===== config.mk =====
export PLATFORM = sky130hd
export DESIGN_NAME = ffba_datapath
export DESIGN_NICKNAME = d
export VERILOG_FILES = /design/src/ffba_pkg.sv /design/src/ffba_ram.sv /design/src/ffba_datapath.sv
export VERILOG_INCLUDE_DIRS = /design/src /design/src/src
export SDC_FILE = /design/constraint.sdc
export NUM_CORES = 2
export LEC_CHECK = 0
export BUFFER_PORTS_ARGS = -buffer_cell sky130_fd_sc_hd__buf_2
export CORE_MARGIN = 2
export CORE_UTILIZATION = 30
export CTS_CLUSTER_DIAMETER = 50
export DETAILED_ROUTE_END_ITERATION = 8
export REMOVE_ABC_BUFFERS = 1
export SLEW_MARGIN = 20
export SYNTH_ARGS = -nofsm -noshare
export SYNTH_HDL_FRONTEND = slang
export SYNTH_SLANG_ARGS = --single-unit

===== constraint.sdc =====
create_clock -name clk_i -period 8.5 [get_ports clk_i]
set_input_delay 0.425 -clock clk_i [delete_from_list [all_inputs] [get_ports clk_i]]
set_output_delay 0.425 -clock clk_i [all_outputs]
set_load 0.02 [all_outputs]

===== src/first_free_brick_allocator_unit_assert.svh =====
// Assertion macros for the first-free brick allocator.
// Included by ffba_datapath, the RTL file that carries concurrent assertions; needs clk_i and rst_ni in scope.
`ifndef FIRST_FREE_BRICK_ALLOCATOR_UNIT_ASSERT_SVH
`define FIRST_FREE_BRICK_ALLOCATOR_UNIT_ASSERT_SVH
`ifndef ASSERT_OFF
`define FFBA_ASSERT(label, prop, msg) \
  label: assert property (@(posedge clk_i) disable iff (!rst_ni) (prop)) else $error(msg);
`define FFBA_ASSERT_RST(label, prop, msg) \
  label: assert property (@(posedge clk_i) (prop)) else $error(msg);
`else
`define FFBA_ASSERT(label, prop, msg)
`define FFBA_ASSERT_RST(label, prop, msg)
`endif
`endif


===== src/ffba_pkg.sv =====
// Shared types and constants of the first-free brick allocator.
// No dependencies; imported by ffba_ctrl, ffba_datapath and first_free_brick_allocator_unit.
`timescale 1ns / 1ps
`default_nettype none

package ffba_pkg;

  localparam int unsigned SIZE_W     = 7;
  localparam int unsigned REG_IDX_W  = 2;
  localparam int unsigned ID_W       = 16;
  localparam int unsigned BRICK_ID_W = 12;
  localparam int unsigned COORD_W    = 6;
  localparam int unsigned WORD_MAX   = 64;

  localparam logic [REG_IDX_W-1:0] REG_SIZE_X = 2'd0;
  localparam logic [REG_IDX_W-1:0] REG_SIZE_Y = 2'd1;
  localparam logic [REG_IDX_W-1:0] REG_SIZE_Z = 2'd2;

  localparam logic [SIZE_W-1:0] SIZE_RESET = 7'd16;

  typedef enum logic {
    CMD_ALLOC = 1'b0,
    CMD_FREE  = 1'b1
  } ffba_cmd_e;

  typedef enum logic [1:0] {
    ST_ALLOC = 2'd0,
    ST_FULL  = 2'd1,
    ST_FREED = 2'd2,
    ST_RANGE = 2'd3
  } ffba_status_e;

  typedef struct packed {
    logic            cmd;
    logic [ID_W-1:0] free_id;
  } ffba_in_t;

  typedef struct packed {
    logic [1:0]            status;
    logic [BRICK_ID_W-1:0] brick_id;
    logic [COORD_W-1:0]    coord_x;
    logic [COORD_W-1:0]    coord_y;
    logic [COORD_W-1:0]    coord_z;
  } ffba_out_t;

  typedef struct packed {
    logic         clr_wr;
    logic         take;
    logic         mul_plane;
    logic         mul_count;
    logic         scan_init;
    logic         rd;
    logic         next_row;
    logic         wr_alloc;
    logic         wr_free;
    logic         div_ld_x;
    logic         div_ld_y;
    logic         div_step;
    logic         ld_out;
    ffba_status_e status;
  } ffba_ctl_t;

  typedef struct packed {
    logic clr_last;
    logic req_free;
    logic free_ok;
    logic alloc_none;
    logic found;
    logic more_rows;
    logic div_last;
    logic out_free;
  } ffba_sts_t;

endpackage

`default_nettype wire


===== src/ffba_ram.sv =====
// Generic single-write, single-read RAM with registered read data.
// No dependencies.
`timescale 1ns / 1ps
`default_nettype none

module ffba_ram #(
  parameter int unsigned WIDTH = 64,
  parameter int unsigned DEPTH = 64
) (
  input  wire logic                                     clk_i,
  input  wire logic                                     we_i,
  input  wire logic [((DEPTH > 1) ? $clog2(DEPTH) : 1)-1:0] waddr_i,
  input  wire logic [WIDTH-1:0]                         wdata_i,
  input  wire logic                                     re_i,
  input  wire logic [((DEPTH > 1) ? $clog2(DEPTH) : 1)-1:0] raddr_i,
  output logic      [WIDTH-1:0]                         rdata_o
);

  logic [WIDTH-1:0] mem_q [DEPTH];
  logic [WIDTH-1:0] rdata_q;

  always_ff @(posedge clk_i) begin
    if (we_i) begin
      mem_q[waddr_i] <= wdata_i;
    end
    if (re_i) begin
      rdata_q <= mem_q[raddr_i];
    end
  end

  assign rdata_o = rdata_q;

endmodule

`default_nettype wire


===== src/ffba_datapath.sv =====
// Datapath of the brick allocator: size registers, slot count, bitmap RAM,
// first-free search, shared restoring divider and result register.
// Depends on ffba_pkg, ffba_ram and the assertion macro header.
`timescale 1ns / 1ps
`default_nettype none
`include "first_free_brick_allocator_unit_assert.svh"

module ffba_datapath import ffba_pkg::*; #(
  parameter int unsigned MAX_SLOTS = 4096
) (
  input  wire logic                 clk_i,
  input  wire logic                 rst_ni,
  input  wire logic                 cfg_we_i,
  input  wire logic [REG_IDX_W-1:0] cfg_idx_i,
  input  wire logic [SIZE_W-1:0]    cfg_data_i,
  input  wire ffba_in_t             in_data_i,
  input  wire ffba_ctl_t            ctl_i,
  output ffba_sts_t                 sts_o,
  output logic                      out_valid_o,
  input  wire logic                 out_stall_i,
  output ffba_out_t                 out_data_o
);

  localparam int unsigned WORD_BITS = (MAX_SLOTS < WORD_MAX) ? (1 << $clog2(MAX_SLOTS)) : WORD_MAX;
  localparam int unsigned ROWS      = (MAX_SLOTS + WORD_BITS - 1) / WORD_BITS;
  localparam int unsigned ROW_W     = (ROWS > 1) ? $clog2(ROWS) : 1;
  localparam int unsigned BIT_W     = (WORD_BITS > 1) ? $clog2(WORD_BITS) : 1;
  localparam int unsigned CNT_W     = $clog2(MAX_SLOTS + 1);
  localparam int unsigned NB_W      = CNT_W + 1;
  localparam int unsigned CMP_W     = (CNT_W > ID_W) ? CNT_W : ID_W;
  localparam int unsigned PLANE_W   = 2 * SIZE_W;
  localparam int unsigned PROD_W    = 3 * SIZE_W;
  localparam int unsigned DCNT_W    = $clog2(CNT_W + 1);
  localparam int unsigned SH_W      = SIZE_W + 1;

  logic [SIZE_W-1:0]    size_x_q, size_y_q, size_z_q;
  ffba_in_t             req_q;
  logic [PLANE_W-1:0]   plane_q;
  logic [CNT_W-1:0]     count_q;
  logic [ROW_W-1:0]     row_q, hint_q, clr_row_q;
  logic [CNT_W-1:0]     base_q, idx_q;
  logic [CNT_W-1:0]     quo_q;
  logic [SIZE_W-1:0]    rem_q, dvs_q, x_q;
  logic [DCNT_W-1:0]    dcnt_q;
  ffba_out_t            out_q;
  logic                 out_valid_q;

  logic [PROD_W-1:0]    prod;
  logic [CNT_W-1:0]     count_sat;
  logic [CNT_W-1:0]     free_idx;
  logic [ROW_W-1:0]     free_row;
  logic [BIT_W-1:0]     free_bit;
  logic [CNT_W-1:0]     hint_base;
  logic [CNT_W-1:0]     lim;
  logic [WORD_BITS-1:0] rd_data, avail, set_mask, clr_mask, wr_data;
  logic                 found;
  logic [BIT_W-1:0]     fbit;
  logic [CNT_W-1:0]     found_idx;
  logic [NB_W-1:0]      next_base;
  logic                 free_ok;
  logic                 ram_we;
  logic [ROW_W-1:0]     ram_waddr;
  logic [SH_W-1:0]      shifted, diff;
  logic                 ge;
  logic [SIZE_W-1:0]    rem_nx;
  logic [CNT_W-1:0]     quo_nx;

  assign prod      = PROD_W'(plane_q) * PROD_W'(size_z_q);
  assign count_sat = (prod > PROD_W'(MAX_SLOTS)) ? CNT_W'(MAX_SLOTS) : CNT_W'(prod);
  assign free_idx  = CNT_W'(req_q.free_id);
  assign free_row  = ROW_W'(free_idx / WORD_BITS);
  assign free_bit  = BIT_W'(free_idx % WORD_BITS);
  assign hint_base = CNT_W'(hint_q) * CNT_W'(WORD_BITS);
  assign free_ok   = CMP_W'(req_q.free_id) < CMP_W'(count_q);
  assign lim       = count_q - base_q;
  assign next_base = NB_W'(base_q) + NB_W'(WORD_BITS);

  always_comb begin
    for (int b = 0; b < WORD_BITS; b++) begin
      avail[b] = ~rd_data[b] & (CNT_W'(b) < lim);
    end
  end

  always_comb begin
    found = 1'b0;
    fbit  = '0;
    for (int b = WORD_BITS - 1; b >= 0; b--) begin
      if (avail[b]) begin
        found = 1'b1;
        fbit  = BIT_W'(b);
      end
    end
  end

  assign found_idx = base_q + CNT_W'(fbit);
  assign set_mask  = WORD_BITS'(1) << fbit;
  assign clr_mask  = WORD_BITS'(1) << free_bit;

  always_comb begin
    if (ctl_i.clr_wr) begin
      wr_data = '0;
    end else if (ctl_i.wr_alloc) begin
      wr_data = rd_data | set_mask;
    end else begin
      wr_data = rd_data & ~clr_mask;
    end
  end

  assign ram_we    = ctl_i.clr_wr | ctl_i.wr_alloc | ctl_i.wr_free;
  assign ram_waddr = ctl_i.clr_wr ? clr_row_q : row_q;

  ffba_ram #(
    .WIDTH (WORD_BITS),
    .DEPTH (ROWS)
  ) u_bitmap (
    .clk_i   (clk_i),
    .we_i    (ram_we),
    .waddr_i (ram_waddr),
    .wdata_i (wr_data),
    .re_i    (ctl_i.rd),
    .raddr_i (row_q),
    .rdata_o (rd_data)
  );

  assign shifted = {rem_q, quo_q[CNT_W-1]};
  assign ge      = shifted >= {1'b0, dvs_q};
  assign diff    = shifted - {1'b0, dvs_q};
  assign rem_nx  = ge ? SIZE_W'(diff) : SIZE_W'(shifted);
  assign quo_nx  = (quo_q << 1) | CNT_W'(ge);

  always_ff @(posedge clk_i or negedge rst_ni) begin
    if (!rst_ni) begin
      size_x_q    <= SIZE_RESET;
      size_y_q    <= SIZE_RESET;
      size_z_q    <= SIZE_RESET;
      hint_q      <= '0;
      clr_row_q   <= '0;
      dcnt_q      <= '0;
      out_valid_q <= 1'b0;
    end else begin
      if (cfg_we_i) begin
        case (cfg_idx_i)
          REG_SIZE_X: size_x_q <= cfg_data_i;
          REG_SIZE_Y: size_y_q <= cfg_data_i;
          REG_SIZE_Z: size_z_q <= cfg_data_i;
          default: ;
        endcase
      end
      if (ctl_i.clr_wr) begin
        clr_row_q <= clr_row_q + ROW_W'(1);
      end
      if (ctl_i.wr_alloc) begin
        hint_q <= row_q;
      end else if (ctl_i.wr_free && (free_row < hint_q)) begin
        hint_q <= free_row;
      end
      if (ctl_i.div_ld_x || ctl_i.div_ld_y) begin
        dcnt_q <= DCNT_W'(CNT_W);
      end else if (ctl_i.div_step) begin
        dcnt_q <= dcnt_q - DCNT_W'(1);
      end
      if (ctl_i.ld_out) begin
        out_valid_q <= 1'b1;
      end else if (!out_stall_i) begin
        out_valid_q <= 1'b0;
      end
    end
  end

  always_ff @(posedge clk_i) begin
    if (ctl_i.take) begin
      req_q <= in_data_i;
    end
    if (ctl_i.mul_plane) begin
      plane_q <= PLANE_W'(size_x_q) * PLANE_W'(size_y_q);
    end
    if (ctl_i.mul_count) begin
      count_q <= count_sat;
    end
    if (ctl_i.scan_init) begin
      if (req_q.cmd == CMD_FREE) begin
        row_q <= free_row;
      end else begin
        row_q  <= hint_q;
        base_q <= hint_base;
      end
    end else if (ctl_i.next_row) begin
      row_q  <= row_q + ROW_W'(1);
      base_q <= CNT_W'(next_base);
    end
    if (ctl_i.wr_alloc) begin
      idx_q <= found_idx;
    end
    if (ctl_i.div_ld_x) begin
      quo_q <= found_idx;
      rem_q <= '0;
      dvs_q <= size_x_q;
    end else if (ctl_i.div_ld_y) begin
      x_q   <= rem_q;
      rem_q <= '0;
      dvs_q <= size_y_q;
    end else if (ctl_i.div_step) begin
      quo_q <= quo_nx;
      rem_q <= rem_nx;
    end
    if (ctl_i.ld_out) begin
      out_q.status <= ctl_i.status;
      if (ctl_i.status == ST_ALLOC) begin
        out_q.brick_id <= BRICK_ID_W'(idx_q);
        out_q.coord_x  <= COORD_W'(x_q);
        out_q.coord_y  <= COORD_W'(rem_q);
        out_q.coord_z  <= COORD_W'(quo_q);
      end else begin
        out_q.brick_id <= '0;
        out_q.coord_x  <= '0;
        out_q.coord_y  <= '0;
        out_q.coord_z  <= '0;
      end
    end
  end

  assign sts_o.clr_last   = (clr_row_q == ROW_W'(ROWS - 1));
  assign sts_o.req_free   = (req_q.cmd == CMD_FREE);
  assign sts_o.free_ok    = free_ok;
  assign sts_o.alloc_none = (hint_base >= count_q);
  assign sts_o.found      = found;
  assign sts_o.more_rows  = (next_base < NB_W'(count_q));
  assign sts_o.div_last   = (dcnt_q == DCNT_W'(1));
  assign sts_o.out_free   = !out_valid_q || !out_stall_i;

  assign out_valid_o = out_valid_q;
  assign out_data_o  = out_q;

  `FFBA_ASSERT(a_out_no_overwrite, ctl_i.ld_out |-> (!out_valid_q || !out_stall_i), "result register overwritten while held")
  `FFBA_ASSERT(a_alloc_in_range, ctl_i.wr_alloc |-> (found && (found_idx < count_q)), "allocated slot outside slot count")
  `FFBA_ASSERT(a_rem_below_divisor, (dcnt_q != '0) |-> (rem_q < dvs_q), "divider remainder not below divisor")
  `FFBA_ASSERT_RST(a_reset_no_result, !rst_ni |=> !out_valid_q, "result valid during reset")

endmodule

`default_nettype wire


==> flow_summary_export.csv <==
group,metric,value,unit
run_status,status,"complete, no violations",
drt,drtPass1Iterations,9,
critical_path,cp-start-kind,"flip-flop",
timing,fin_setup_tns,0,ps
clock_tree,cts-resized-gates,0,
final_layout,fin_nets,8391,
drt,wirelength,512000,um
critical_path,cp_max_fo,39,
placement,place.gp.congestion,0.910,
worst_hold_path,min_path_type,"primary input to asynchronous set/reset pin",
synth,synthTopCellsByCount,"4287 x edfxtp_1, 1344 x mux4_2, 272 x clkbuf_1",
drt,drt_iter0_markers,12782,
synth,synth_edf_count,4287,
clock_tree,clock_latency,1040,ps
grt,grt_pass1_wl,701000,um
grt,grt_max_degree,139,
critical_path,crit_type,"flip-flop to flip-flop",
clock_tree,root_buffer,"clkbuf_16",
placement,place_area,185000,um^2
grt,grt_antenna_before_repair,26,
synth,synth-async-reset-ratio,0.877,%
synth,ys.flop_type,"edfxtp_1",
timing,slew_headroom,18.7,%
drt,route.detailed.drc,0,
synth,ys_seq_elements,4332,
synth,avgSynthCellArea,22.6,um^2
timing,rsz0062_at_grt,"false",
drt,ant_nets,0,
power_and_ir_drop,combPwrFrac,23.1,%
clock_tree,tritoncts,"built",
power_and_ir_drop,p_leak,0.0630,uW
synth,yosysSeqAreaShare,75.1,%
synth,synth_top_area_share,74.5,%
job,max_cap_violations,0,
timing,hold_violations,0,
final_layout,drive_gt1_share,30.2,%
grt,grtUsageMet2,27.1,%
grt,grt_pass1_vias,85895,
synth,netlist_area,173000,um^2
power_and_ir_drop,p_sw_share,29.3,%
critical_path,cpPeakStageDelay,980,ps
timing,worst_pin_slew,1210,ps
floorplanning,die_width,763,um
power_and_ir_drop,ir_drop,0.269,mV
floorplanning,start_util,30.1,%
power_and_ir_drop,internal_power,42100,uW
power_and_ir_drop,p_sw,17500,uW
clock_tree,h-tree-depth,5,
timing,setup_violations,0,
critical_path,path_cells,"ha_1 -> inv_1 -> fa_1 -> a211oi_2 -> nor2_1 -> xor2_1 -> nor3_4 -> buf_4 -> a31oi_1 -> nor4_1 -> and2_1 -> nand3b_1 -> nor3_4 -> nand3_1 -> or2_1 -> o21ai_4 -> buf_4",
timing,max_freq,0.129,GHz
critical_path,crit_arrival,8580,ps
final_layout,design_area,200000,um^2
critical_path,cp.required,9310,ps
critical_path,crit_path_end_kind,"flip-flop",
timing,fin_crit_sh,91.4,%
synth,ys_warn_count,0,
synth,yosysTopAreaCell,"edfxtp_1",
floorplanning,io_pins,86,
clock_tree,path_clk_slew,60,ps
grt,grt-busiest-layer,"met2",
synth,yosysMostFrequentCell,"edfxtp_1",
timing,setup_slack,728,ps
synth,synthTopCellsByArea,"edfxtp_1 75%, mux4_2 18%, fa_1 0.98%",
placement,io_buffers,85,
drt,drt-wirelength-per-cell,31.7,um
placement,dpl_worst_slack,1100,ps
timing,clock_skew,106,ps
power_and_ir_drop,power.share.clock,32.6,%
floorplanning,fp.dieH,763,um
floorplanning,die_area,582000,um^2
drt,routed_via_density,5.41,
power_and_ir_drop,p_per_area,297,nW/um^2
critical_path,cp_slowest_cell,"o21ai_4",
grt,overflow,0,
final_layout,syn_to_final_growth,16.0,%
synth,synth_cell_types,93,
grt,grtUsageMet3,3.75,%
timing,slew_viol_final,0,
power_and_ir_drop,p_seq_share,44.3,%
clock_tree,clk_path_buf_depth,4,
floorplanning,core_area,574000,um^2
floorplanning,fp-row-count,278,
grt,grtUsageMet1,23.7,%
grt,grt_use_total,17.0,%
clock_tree,cts_sinks,4332,
final_layout,final_core_util,34.9,%
drt,route.vias.total,87193,
synth,synthCells,7662,
timing,min_period,7770,ps
clock_tree,cts_buffers,450,
placement,dp_hpwl,269000,um
==> worst max-delay path: cells and delay by family (launching register included) <==
| family | cells | cell delay (ps) |
|---|---|---|
| flops | 1 | 510 |
| compound gates | 3 | 1490 |
| xor+xnor | 1 | 190 |
| fa+ha+maj | 2 | 650 |
| buf+inv | 3 | 800 |
| simple gates | 8 | 3820 |
==> kinds of logic after synthesis <==
kind of cell    synth area share [%]
compound gates                  1.54
xor+xnor                       0.228
fa+ha+maj                       1.85
buf+inv                         1.21
flops                           75.1
mux                             17.9
simple gates                    2.13
==> layout by cell type (no fill, tap or decap), types with 37 or more instances in the layout <==
| cell type | netlist | routed |
|---|---|---|
| nor2_1 | 155 | 89 |
| a21oi_1 | 79 | 79 |
| inv_1 | 157 | 156 |
| clkinv_1 | 3 | 104 |
| dlygate4sd3_1 | 0 | 42 |
| clkbuf_16 | 0 | 454 |
| mux2_2 | 41 | 41 |
| clkbuf_1 | 272 | 82 |
| and2_1 | 97 | 97 |
| buf_2 | 7 | 84 |
| nand2_1 | 232 | 232 |
| nand3_1 | 81 | 81 |
| edfxtp_1 | 4287 | 4287 |
| ha_1 | 119 | 119 |
| nor2_4 | 0 | 66 |
| buf_12 | 0 | 48 |
| a31oi_1 | 42 | 41 |
| fa_1 | 85 | 85 |
| diode_2 | 0 | 37 |
| buf_4 | 8 | 211 |
| clkinv_2 | 0 | 75 |
| mux4_2 | 1344 | 1344 |
| o21ai_0 | 71 | 60 |
==> per-layer routing <==
| layer | share of wire [%] | routed length, um | vias to the layer above |
|---|---|---|---|
| met5 | 0.013 | 67 | - |
| li1 | - | - | 33456 |
| met1 | 40 | 205000 | 47911 |
| met3 | 10 | 52200 | 816 |
| met2 | 47 | 239000 | 4998 |
| met4 | 2.9 | 15000 | 12 |
==> cell type report <==
type / instances / area, um^2
multi-input cells: 2793 / 42000
flip-flops and latches: 4332 / 130000
inverters: 162 / 616
clock buffers: 536 / 11700
well taps: 7560 / 9460
fillers: 52074 / 373000
repair buffers: 403 / 3770
clock inverters: 299 / 2910
diodes: 37 / 92.6
==> path summary, 6_finish.rpt <==
kind | to | depth (start not counted) | slack [ps] | from
max | u_bitmap.mem_q[63][38] | 17 | 730 | base_q[6]
min | size_y_q[2] | 2 | 100 | rst_ni
max reg2reg | u_bitmap.mem_q[63][38] | 17 | 730 | base_q[6]
min reg2reg | out_valid_o | 2 | 500 | out_valid_o
max in group asynchronous | clr_row_q[5] | 2 | 7740 | rst_ni
min in group clk_i | size_y_q[3] | 3 | 100 | cfg_we_i
==> through the flow <==
step	total power [uW]	hold slack (ps)	std cells
2_1_floorplan	39800	129	7287
3_3_place_gp	40100	476	15181
3_5_place_dp	40500	487	15200
4_1_cts	59800	6.14	16077
5_1_grt	61800	87.3	16087
6_report	59500	95.3	16122
==> sequential cells by signal (all words and copies together) (netlist names) <==
signal and flops:
quo_q 13, free_idx 13, size_y_q 7, out_data_o 32, idx_q 12, count_q 13, u_bitmap.mem_q 4096, base_q 7
sts_o 1, out_valid_o 1, row_q 6, dcnt_q 4, clr_row_q 6, size_x_q 7, dvs_q 7, plane_q 14
u_bitmap.rdata_o 64, hint_q 6, req_q 3, rem_q 7, size_z_q 7, x_q 6
==> power by group through the flow <==
| stage | Clock [uW] | Sequential (uW) | Combinational [uW] |
|---|---|---|---|
| 3_5_place_dp | 0 | 26800 | 13700 |
| 3_3_place_gp | 0 | 26700 | 13400 |
| 6_report | 19400 | 26400 | 13800 |
| 4_1_cts | 19600 | 26400 | 13800 |
| 5_1_grt | 20500 | 26400 | 14900 |
| 2_1_floorplan | 0 | 27100 | 12700 |
==> timing repair <==
action / 4_1_cts / 5_1_grt
endpoints found under the setup margin: 0 / 0
endpoints found under the hold margin: 203 / 0
buffers inserted: 0 / 0
hold buffers: 42 / 0
(Power assumes the default switching activity.)
