[src/first_free_brick_allocator_unit_assert.svh]
// Assertion macros for the first-free brick allocator.
// Included by ffba_datapath, the RTL file that carries concurrent assertions; needs clk_i and rst_ni in scope.
`ifndef FIRST_FREE_BRICK_ALLOCATOR_UNIT_ASSERT_SVH
`define FIRST_FREE_BRICK_ALLOCATOR_UNIT_ASSERT_SVH
`ifndef ASSERT_OFF
`define FFBA_ASSERT(label, prop, msg) \
  label: assert property (@(posedge clk_i) disable iff (!rst_ni) (prop)) else $error(msg);
`define FFBA_ASSERT_RST(label, prop, msg) \
  label: assert property (@(posedge clk_i) (prop)) else $error(msg);
`else
`define FFBA_ASSERT(label, prop, msg)
`define FFBA_ASSERT_RST(label, prop, msg)
`endif
`endif

[src/ffba_pkg.sv]
// Shared types and constants of the first-free brick allocator.
// No dependencies; imported by ffba_ctrl, ffba_datapath and first_free_brick_allocator_unit.
`timescale 1ns / 1ps
`default_nettype none

package ffba_pkg;

  localparam int unsigned SIZE_W     = 7;
  localparam int unsigned REG_IDX_W  = 2;
  localparam int unsigned ID_W       = 16;
  localparam int unsigned BRICK_ID_W = 12;
  localparam int unsigned COORD_W    = 6;
  localparam int unsigned WORD_MAX   = 64;

  localparam logic [REG_IDX_W-1:0] REG_SIZE_X = 2'd0;
  localparam logic [REG_IDX_W-1:0] REG_SIZE_Y = 2'd1;
  localparam logic [REG_IDX_W-1:0] REG_SIZE_Z = 2'd2;

  localparam logic [SIZE_W-1:0] SIZE_RESET = 7'd16;

  typedef enum logic {
    CMD_ALLOC = 1'b0,
    CMD_FREE  = 1'b1
  } ffba_cmd_e;

  typedef enum logic [1:0] {
    ST_ALLOC = 2'd0,
    ST_FULL  = 2'd1,
    ST_FREED = 2'd2,
    ST_RANGE = 2'd3
  } ffba_status_e;

  typedef struct packed {
    logic            cmd;
    logic [ID_W-1:0] free_id;
  } ffba_in_t;

  typedef struct packed {
    logic [1:0]            status;
    logic [BRICK_ID_W-1:0] brick_id;
    logic [COORD_W-1:0]    coord_x;
    logic [COORD_W-1:0]    coord_y;
    logic [COORD_W-1:0]    coord_z;
  } ffba_out_t;

  typedef struct packed {
    logic         clr_wr;
    logic         take;
    logic         mul_plane;
    logic         mul_count;
    logic         scan_init;
    logic         rd;
    logic         next_row;
    logic         wr_alloc;
    logic         wr_free;
    logic         div_ld_x;
    logic         div_ld_y;
    logic         div_step;
    logic         ld_out;
    ffba_status_e status;
  } ffba_ctl_t;

  typedef struct packed {
    logic clr_last;
    logic req_free;
    logic free_ok;
    logic alloc_none;
    logic found;
    logic more_rows;
    logic div_last;
    logic out_free;
  } ffba_sts_t;

endpackage

`default_nettype wire

[src/ffba_ctrl.sv]
// Sequencing state machine of the brick allocator.
// Depends on ffba_pkg; drives ffba_datapath through ffba_ctl_t and reads ffba_sts_t.
`timescale 1ns / 1ps
`default_nettype none

module ffba_ctrl import ffba_pkg::*; (
  input  wire logic      clk_i,
  input  wire logic      rst_ni,
  input  wire logic      in_valid_i,
  output logic           in_stall_o,
  input  wire ffba_sts_t sts_i,
  output ffba_ctl_t      ctl_o
);

  typedef enum logic [3:0] {
    S_CLEAR,
    S_IDLE,
    S_PLANE,
    S_COUNT,
    S_START,
    S_READ,
    S_CHECK,
    S_DIVX,
    S_LDY,
    S_DIVY,
    S_DONE
  } state_e;

  state_e       state_q, state_d;
  ffba_status_e stat_q, stat_d;

  always_comb begin
    state_d = state_q;
    stat_d  = stat_q;
    ctl_o   = '0;
    ctl_o.status = stat_q;
    case (state_q)
      S_CLEAR: begin
        ctl_o.clr_wr = 1'b1;
        if (sts_i.clr_last) begin
          state_d = S_IDLE;
        end
      end
      S_IDLE: begin
        if (in_valid_i) begin
          ctl_o.take = 1'b1;
          state_d    = S_PLANE;
        end
      end
      S_PLANE: begin
        ctl_o.mul_plane = 1'b1;
        state_d         = S_COUNT;
      end
      S_COUNT: begin
        ctl_o.mul_count = 1'b1;
        state_d         = S_START;
      end
      S_START: begin
        ctl_o.scan_init = 1'b1;
        if (sts_i.req_free) begin
          if (sts_i.free_ok) begin
            state_d = S_READ;
          end else begin
            stat_d  = ST_RANGE;
            state_d = S_DONE;
          end
        end else if (sts_i.alloc_none) begin
          stat_d  = ST_FULL;
          state_d = S_DONE;
        end else begin
          state_d = S_READ;
        end
      end
      S_READ: begin
        ctl_o.rd = 1'b1;
        state_d  = S_CHECK;
      end
      S_CHECK: begin
        if (sts_i.req_free) begin
          ctl_o.wr_free = 1'b1;
          stat_d        = ST_FREED;
          state_d       = S_DONE;
        end else if (sts_i.found) begin
          ctl_o.wr_alloc = 1'b1;
          ctl_o.div_ld_x = 1'b1;
          stat_d         = ST_ALLOC;
          state_d        = S_DIVX;
        end else if (sts_i.more_rows) begin
          ctl_o.next_row = 1'b1;
          state_d        = S_READ;
        end else begin
          stat_d  = ST_FULL;
          state_d = S_DONE;
        end
      end
      S_DIVX: begin
        ctl_o.div_step = 1'b1;
        if (sts_i.div_last) begin
          state_d = S_LDY;
        end
      end
      S_LDY: begin
        ctl_o.div_ld_y = 1'b1;
        state_d        = S_DIVY;
      end
      S_DIVY: begin
        ctl_o.div_step = 1'b1;
        if (sts_i.div_last) begin
          state_d = S_DONE;
        end
      end
      S_DONE: begin
        if (sts_i.out_free) begin
          ctl_o.ld_out = 1'b1;
          state_d      = S_IDLE;
        end
      end
      default: begin
        state_d = S_IDLE;
      end
    endcase
  end

  always_ff @(posedge clk_i or negedge rst_ni) begin
    if (!rst_ni) begin
      state_q <= S_CLEAR;
      stat_q  <= ST_ALLOC;
    end else begin
      state_q <= state_d;
      stat_q  <= stat_d;
    end
  end

  assign in_stall_o = (state_q != S_IDLE);

endmodule

`default_nettype wire

[config.mk]
export PLATFORM = sky130hd
export DESIGN_NAME = ffba_ctrl
export DESIGN_NICKNAME = d
export VERILOG_FILES = /design/src/first_free_brick_allocator_unit_assert.svh /design/src/ffba_pkg.sv /design/src/ffba_ctrl.sv
export SDC_FILE = /design/constraint.sdc
export NUM_CORES = 1
export LEC_CHECK = 0
export ABC_AREA = 1
export BUFFER_PORTS_ARGS = -buffer_cell sky130_fd_sc_hd__buf_2
export CORE_AREA = 4 4 41 43
export CTS_BUF_LIST = sky130_fd_sc_hd__clkbuf_4
export DETAILED_ROUTE_END_ITERATION = 16
export DIE_AREA = 0 0 45 47
export PLACE_DENSITY = 0.74
export SETUP_SLACK_MARGIN = 0.1
export SLEW_MARGIN = 0
export SYNTH_ARGS = -nofsm -noshare
export SYNTH_HDL_FRONTEND = slang
export SYNTH_SLANG_ARGS = --single-unit
export TNS_END_PERCENT = 1
[constraint.sdc]
create_clock -name clk_i -period 3.5 [get_ports clk_i]
set_input_delay 0.35 -clock clk_i [delete_from_list [all_inputs] [get_ports clk_i]]
set_output_delay 0.35 -clock clk_i [all_outputs]
set_load 0.01 [all_outputs]
==> flow_summary.yaml, run 1 <==
power_and_ir_drop:
  powerDensity_nw_per_um2: 726.2
  peakVddDrop_v: 0.0003432
  leakage_uw: 0.0004783
grt:
  grt_pass1_wl_um: 2352
  grt_max_degree: 8
  grt_pass1_vias: 591
  antenna_found_initial: 0
  grt_use_total_pct: 15.02
  gr-total-overflow: 0
clocking:
  clk_pin_slew_ps: 40
  clock_path_buffers: 2
  cts_sinks: 6
  h-tree-depth: 1
  root_buffer: "clkbuf_4"
  cts_tree: "yes"
  numCtsBuffers: 3
  insertion_delay_ps: 240
  post_cts_buffers: 0
timing:
  finalCritPeriodShare_pct: 50.29
  fin_skew_ps: 5.068
  post-route-min-period_ps: 1760
  finalHoldViolCount: 0
  max_freq_ghz: 0.5682
  relSlewSlack_pct: 73.93
  drv_slew: 0
  rsz0062_at_grt: "no"
  setup_tns_ps: 0
  worst_pin_slew_ps: 386.9
  setup_viol: 0
yosys:
  synth_seq_cells: 6
  synthCells: 98
  yosysUniqueCellTypes: 18
  yosysSeqAreaShare_pct: 26.73
  netlist_area_um2: 561.8
  ys_warn_count: 0
  syn-num-nets: 109
  synth.avg_cell_area_um2: 5.733
critical_path:
  worstPathMaxFanout: 6
  cp_cell_sequence: "inv_2, nor2_2, nand2_1, nor3_1, buf_2"
  path_class: "flip-flop to output port"
  crit_arrival_ps: 1410
  critPathRequiredTime_ps: 3150
  endpoint_kind: "output port"
  startpoint_type: "flip-flop"
  slowest_stage: "dfrtp_1"
  crit_path_max_incr_delay_ps: 470
route:
  wl_um: 1377
  drt_iter0_drc: 13
  viasPerCell: 4.761
  dr.pass1.iters: 4
  ant_nets: 0
  routed-via-count: 676
  wl_per_cell_um: 9.697
  drc: 0
run_status:
  status: "complete, no violations"
place:
  dpl_cell_area_um2: 703.2
  place_congestion: 0.8732
  dp_hpwl_um: 1223
  portBuffers: 26
flow_run:
  cap_violations: 0
finish:
  design_area_um2: 735.7
  diodes: 0
  final_util_pct: 56.54
  fillers: 134
  layout.nets: 140
  post_route_cells_drive_above_1_share_pct: 31.50
  area_growth_pct: 30.96
floorplanning:
  die_x_um: 45
  num_rows: 13
  core_area_um2: 1301
  die_h_um: 47
  start_util_pct: 43.17
  io_pins: 27
  die_area_um2: 2115
hold_path:
  min_path_type: "input pin to flip-flop"
[cell families after synthesis]
kind of cell    Yosys count  synth area share, %
flops                     6                26.73
compound gates            7                7.350
buf+inv                  19                13.36
simple gates             66                52.56
[power breakdown]
part | internal (uW) | leakage, uW | total, uW | switching [uW]
registers | 102 | 0.0000727 | 141 | 39.1
clock network | 38.6 | 0.0000138 | 60.7 | 22.1
logic | 123 | 0.000392 | 333 | 210
[final timing paths]
| check | startpoint | to | slack (ps) | depth (start not counted) |
|---|---|---|---|---|
| worst min-delay path | sts_i[1] | state_q[2] | 410 | 2 |
| min in group asynchronous | rst_ni | state_q[0] | 450 | 2 |
| worst min register to register | stat_q[0] | stat_q[0] | 510 | 2 |
| worst max register to register | state_q[3] | state_q[1] | 2210 | 6 |
| worst max-delay path | state_q[1] | ctl_o[5] | 1740 | 5 |
| max in group asynchronous | rst_ni | stat_q[1] | 2900 | 2 |
[per-layer routing]
metal  vias to the layer above  global-route usage (%)  wire length [um]
li1                        361                       -                 -
met1                       292                   18.29               576
met2                        23                   25.99               704
met3                         0                   2.299                96
met4                         0                   7.018                 0
met5                         -                       0                 0
[synth_stat cells (all sizes together)]
master,number,share of area [%]
a21oi,2,1.8
a22oi,1,1.3
buf,1,1.3
dfrtp,6,27
inv,18,12
nand2,33,23
nand3,6,6.2
nand3b,1,1.3
nor2,22,18
nor3,3,2.7
nor4,1,1.1
o2111ai,1,1.6
o21ai,3,2.7
[per-stage QoR]
stage	cells	total power, uW	setup slack [ps]	hold slack, ps
floorplan	98	373.2	1907	54.41
global placement	138	469.4	2029	174.3
detailed placement	138	476.3	2005	177.1
CTS	142	541.0	1737	397.3
global route	142	598.0	1637	422.3
finish	142	534.3	1740	407.2
[critical path: cells and delay by family (launching register included)]
family | cells | cell delay [ps]
DFF | 1 | 470
and+or+nand+nor | 3 | 450
buffers and inverters | 2 | 250
[flip-flops by register name, summed over array words and instances, names as in the netlist]
signal,count
state_q,4
stat_q,2
[layout make-up]
type / instances / area (um^2) / share of cell area, %
multi-input combinational: 73 / 336.6 / 45.75
sequential: 6 / 150.1 / 20.41
inverter: 18 / 67.56 / 9.184
timing repair buffer: 27 / 140.1 / 19.05
tap: 15 / 18.77 / 2.551
clock buffer: 3 / 22.52 / 3.061
[placed cells by master (no fill, tap or decap), types with 2 or more instances in the layout]
| cell type | count |
|---|---|
| nor3_1 | 3 |
| clkbuf_4 | 3 |
| dfrtp_1 | 6 |
| nand2_1 | 30 |
| buf_2 | 26 |
| inv_2 | 4 |
| nand3_1 | 5 |
| a21oi_1 | 2 |
| nand2_2 | 3 |
| nor2_4 | 2 |
| o21ai_0 | 3 |
| nor2_1 | 19 |
| inv_1 | 14 |
[repair_timing]
item,4_1_cts,5_1_grt
endpoints found under the hold margin,6,0
gates resized for setup,0,0
hold buffers,1,0
Note: power is estimated with default switching activity, not from simulation.
==> run 2: changes to the inputs <==
Settings changed: CORE_AREA 4 4 41 43 to default, CORE_MARGIN from default to 4, CORE_UTILIZATION from default to 42, DIE_AREA 0 0 45 47 to default, PLACE_DENSITY 0.74 to 0.77.
Clock period 3.5 ns to 1.46 ns, I/O delays scaled along.
==> run 2 against run 1 <==
The run now ends with setup timing left. Sequential share of layout area decreased by 2.7 points. Cell count increased by 4.9%. Core utilization increased by 18 points. Clock power increased to 2.7 times the previous value. Via count increased by 9.8%. Global-route usage increased by 2.7 points.
==> flow_summary.yaml, run 2 (synthesis results as in run 1) <==
finish:
  diodes: 0
  largest_reg_flops: 4
  area_growth_pct: 56.35
  top_regs: "state_q: 4 flops, stat_q: 2 flops"
  final_cell_mix: "nand2_1 (27), buf_2 (24), nor2_1 (15)"
  layout.nets: 148
  max_flop_register: "state_q"
  post_route_cells_drive_above_1_share_pct: 48.15
  fillers: 93
  layout_commonest_cell: "nand2_1"
  final_util_pct: 74.05
  design_area_um2: 878.3
power_and_ir_drop:
  leakage_uw: 0.0005302
  combinationalPowerShare_pct: 66.7
  p_int_uw: 809.8
  pwr-share-clk_pct: 10.0
  seq_power_share_pct: 23.3
  p_total_uw: 1632
  power.switching_uw: 822.3
  powerDensity_nw_per_um2: 1858
  peakVddDrop_v: 0.001147
  switching_share_pct: 50.38
route:
  routed-via-count: 742
  wl_per_cell_um: 12.23
  drc: 0
  dr.pass1.iters: 4
  viasPerCell: 4.980
  ant_nets: 0
  drt_iter0_drc: 18
  wl_um: 1822
timing:
  rsz0062_at_grt: "yes"
  setup_ws_ps: -20.72
  relSlewSlack_pct: 80.15
  finalCritPeriodShare_pct: 101.4
  drv_slew: 0
  max_freq_ghz: 0.6753
  finalHoldViolCount: 0
  setup_viol: 4
  fin_skew_ps: 3.131
  worst_pin_slew_ps: 294.7
  fin_hold_ws_ps: 168.8
  post-route-min-period_ps: 1481
floorplanning:
  die_h_um: 44.58
  start_util_pct: 47.36
  core_area_um2: 1186
  io_pins: 27
  num_rows: 12
  die_area_um2: 1987
  die_x_um: 44.58
clocking:
  cts_tree: "yes"
  cts_sinks: 6
  insertion_delay_ps: 250
  root_buffer: "clkbuf_4"
  clock_path_buffers: 2
  numCtsBuffers: 3
  clk_pin_slew_ps: 50
  h-tree-depth: 1
place:
  dpl_cell_area_um2: 706.9
  place_congestion: 0.9491
  dp_hpwl_um: 1250
  portBuffers: 26
  dp_slack_ps: 173.8
critical_path:
  path_class: "flip-flop to output port"
  crit_arrival_ps: 1330
  r2r_cells: 8
  critPathRequiredTime_ps: 1310
  worstPathMaxFanout: 5
  startpoint_type: "flip-flop"
  endpoint_kind: "output port"
run_status:
  status: "complete, but fails checks"
  violations: "setup timing"
grt:
  grt_pass1_wl_um: 2642
  grt_pass1_vias: 639
  gr-total-overflow: 0
  antenna_found_initial: 0
  grt_use_total_pct: 17.69
  grt_max_degree: 7
flow_run:
  cap_violations: 0
hold_path:
  whs_path_depth: 2
  min_path_type: "input pin to flip-flop"
[run 2: cell count changes in the layout (fill, tap and decap cells not counted), moves of 3 or more]
cell / delta
dfrtp_1: -4
nor2_1: -4
dfrtp_2: +4
nor3_1: -3
nand2_1: -3
inv_1: -3
buf_6: +4
buf_4: +6
[run 2: timing repair]
action | in CTS | in global routing
hold buffers | 1 | 0
buffers inserted | 2 | 6
gates resized for setup | 13 | 13
pin swaps | 1 | 10
endpoints found under the hold margin | 6 | 0
setup endpoints to repair | 12 | 17
[run 2: area by class of cell]
| type | count | area (um^2) | share of cell area (%) |
|---|---|---|---|
| Multi-Input combinational cell | 73 | 390.4 | 44.44 |
| Timing Repair Buffer | 35 | 220.2 | 25.07 |
| Sequential cell | 6 | 155.1 | 17.66 |
| Inverter | 18 | 72.57 | 8.262 |
| Clock buffer | 3 | 22.52 | 2.564 |
| Tap cell | 14 | 17.52 | 1.994 |
[run 2: path summary, 6_finish.rpt]
| check | from | end | slack, ps |
|---|---|---|---|
| worst max-delay path | state_q[2] | ctl_o[5] | -20 |
| worst min-delay path | sts_i[1] | state_q[2] | 170 |
| worst max register to register | state_q[2] | state_q[1] | 70 |
| worst min register to register | stat_q[0] | stat_q[0] | 510 |
| max in group asynchronous | rst_ni | state_q[0] | 1060 |
| min in group asynchronous | rst_ni | stat_q[0] | 240 |
[run 2: worst max-delay path, stage by stage, from the launching register on]
cell and delay [ps]:
dfrtp_2 440, inv_4 70, nor2_4 160, nand2_4 90, nor3_2 180, buf_2 160
[run 2: layer usage]
metal  track usage, %  wire (um)  vias to the layer above  share of wire [%]
met2            28.65        894                       28                 49
met3            2.846        120                        6                6.6
li1                 -          -                      373                  -
met4            7.229         46                        0                2.5
met1            23.04        761                      335                 42
met5                0          0                        -                  0
[run 2: through the flow]
stage / setup TNS [ps] / cells
3_5_place_dp: 0 / 137
2_1_floorplan: 0 / 98
6_report: -52.12 / 149
4_1_cts: 0 / 143
5_1_grt: -396.2 / 149
3_3_place_gp: 0 / 137
[run 2: power groups by stage]
stage               logic, uW  clock network, uW  registers, uW
finish                   1090                164            380
global route             1210                183            387
CTS                       893                158            363
global placement          789                  0            348
detailed placement        791                  0            347
floorplan                 557                  0            339
==> run 3: changes to the inputs <==
--- a/config.mk
+++ b/config.mk
@@ -9,7 +9,9 @@
 export BUFFER_PORTS_ARGS = -buffer_cell sky130_fd_sc_hd__buf_2
+export CELL_PAD_IN_SITES_DETAIL_PLACEMENT = 1
+export CELL_PAD_IN_SITES_GLOBAL_PLACEMENT = 1
 export CORE_MARGIN = 4
-export CORE_UTILIZATION = 42
+export CORE_UTILIZATION = 27
 export CTS_BUF_LIST = sky130_fd_sc_hd__clkbuf_4
 export DETAILED_ROUTE_END_ITERATION = 16
-export PLACE_DENSITY = 0.77
+export PLACE_DENSITY_LB_ADDON = 0.1
 export SETUP_SLACK_MARGIN = 0.1
==> constraint.sdc (replaced) <==
create_clock -name clk_i -period 1.46 [get_ports clk_i]
set_input_delay 0.292 -clock clk_i [delete_from_list [all_inputs] [get_ports clk_i]]
set_output_delay 0.292 -clock clk_i [all_outputs]
set_load 0.01 [all_outputs]
==> run 3 against run 2 <==
Clock skew up 11 ps. Hold slack better by 120 ps. The run still ends with setup timing left. Register-to-register slack barely moved. Die area increased by 45%. Cell count is 4.7% higher. Largest cell class unchanged. Setup slack worse by 100 ps. Clock power grew 20%. Flip-flop and latch count did not move.
==> flow_summary.yaml, run 3 (synthesis results as in run 1) <==
run_status:
  status: "complete, but fails checks"
  violations: "setup timing"
route:
  drt_iter0_drc: 9
  drc: 0
  dr.pass1.iters: 3
  ant_nets: 0
  wl_per_cell_um: 12.17
  viasPerCell: 4.506
  routed-via-count: 703
  wl_um: 1898
timing:
  setup_ws_ps: -121.1
  drv_slew: 0
  relSlewSlack_pct: 74.43
  fin_skew_ps: 14.44
  finalHoldViolCount: 0
  finalCritPeriodShare_pct: 108.3
  rsz0062_at_grt: "yes"
  max_freq_ghz: 0.6325
  worst_pin_slew_ps: 379.5
  post-route-min-period_ps: 1581
  setup_viol: 13
hold_path:
  min_from: "sts_i[1]"
  whs_path_depth: 2
  hold_end: "state_q[2]"
  min_path_type: "input pin to flip-flop"
place:
  portBuffers: 26
  place_congestion: 0.8443
  dpl_cell_area_um2: 730.7
  dp_hpwl_um: 1534
clocking:
  h-tree-depth: 1
  clock_path_buffers: 2
  root_buffer: "clkbuf_4"
  clk_pin_slew_ps: 60
  cts_sinks: 6
  cts_tree: "yes"
  insertion_delay_ps: 260
  numCtsBuffers: 3
grt:
  gr-total-overflow: 0
  grt_pass1_vias: 696
  grt_use_total_pct: 15.05
  grt_max_degree: 7
  grt_pass1_wl_um: 3056
  antenna_found_initial: 0
floorplanning:
  io_pins: 27
  num_rows: 16
  start_util_pct: 28.64
  die_area_um2: 2875
  core_area_um2: 1962
  die_x_um: 53.62
  die_h_um: 53.62
finish:
  diodes: 0
  max_flop_register: "state_q"
  post_route_cells_drive_above_1_share_pct: 41.09
  largest_reg_flops: 4
  fillers: 288
  top_regs: "state_q: 4 flops, stat_q: 2 flops"
  design_area_um2: 815.8
  final_cell_mix: "nand2_1 (29), buf_2 (26), nor2_1 (17)"
  layout_commonest_cell: "nand2_1"
  layout.nets: 141
  final_util_pct: 41.58
  area_growth_pct: 45.21
critical_path:
  worstPathMaxFanout: 5
  path_class: "flip-flop to output port"
  reg2reg_from: "state_q[3]"
  r2r_end: "state_q[0]"
  r2r_cells: 9
  endpoint_kind: "output port"
  startpoint_type: "flip-flop"
  critPathRequiredTime_ps: 1170
  crit_arrival_ps: 1290
  r2r_slack_ps: 80
power_and_ir_drop:
  peakVddDrop_v: 0.0008679
  leakage_uw: 0.0005007
  powerDensity_nw_per_um2: 1798
flow_run:
  cap_violations: 0
-- run 3: final cells by class --
cell class / count / area (um^2) / area share, %
multi-input cells: 73 / 381.6 / 46.78
flip-flops and latches: 6 / 155.1 / 19.02
repair buffers: 28 / 147.6 / 18.10
inverters: 18 / 67.56 / 8.282
well taps: 27 / 33.78 / 4.141
clock buffers: 4 / 30.03 / 3.681
-- run 3: worst max-delay path by stage --
stage	cells after the start	start	slack (ps)	end
2_1_floorplan	5	state_q[2]	110	ctl_o[7]
3_3_place_gp	4	state_q[3]	40	ctl_o[12]
3_5_place_dp	5	state_q[2]	20	ctl_o[7]
4_1_cts	5	state_q[1]	-130	ctl_o[7]
5_1_grt	4	state_q[1]	-210	ctl_o[14]
6_report	5	state_q[2]	-120	ctl_o[7]
-- run 3: per-layer routing --
layer  vias up  wire [um]  GRT usage [%]
met1       324        853          18.18
met5         -          0              0
met3         3         60          2.493
li1        362          -              -
met4         0         24          5.106
met2        14        959          26.73
-- run 3: stage by stage --
stage | TNS, ps | setup WS, ps | cells | total power, uW | hold slack (ps)
CTS | -1200 | -130.3 | 156 | 1462 | 278.2
finish | -825.2 | -121.1 | 156 | 1467 | 287.9
global placement | 0 | 39.97 | 150 | 1167 | 127.2
global route | -2129 | -205.3 | 156 | 1634 | 308.8
detailed placement | 0 | 21.72 | 150 | 1171 | 129.2
floorplan | 0 | 105.7 | 98 | 901.4 | -3.591
-- run 3: power by group --
part	switching (uW)	leakage [uW]	internal, uW
combinational	581	0.000415	328
sequential	108	0.0000676	253
clock	74.1	0.0000184	123
total	763	0.000501	704
-- run 3: repair_timing --
action                                  4_1_cts  5_1_grt
hold buffers                                  1        0
endpoints found under the hold margin         6        0
pin swaps                                     0        1
gates resized for setup                      10        2
setup buffers                                 1        0
cloned                                        0        0
endpoints found under the setup margin       17       19
-- run 3: worst max-delay path: stages, from the launching register on --
cell and delay (ps):
dfrtp_2 440, inv_2 80, nor2_4 140, nand2_4 90
nor3_4 120, buf_2 150
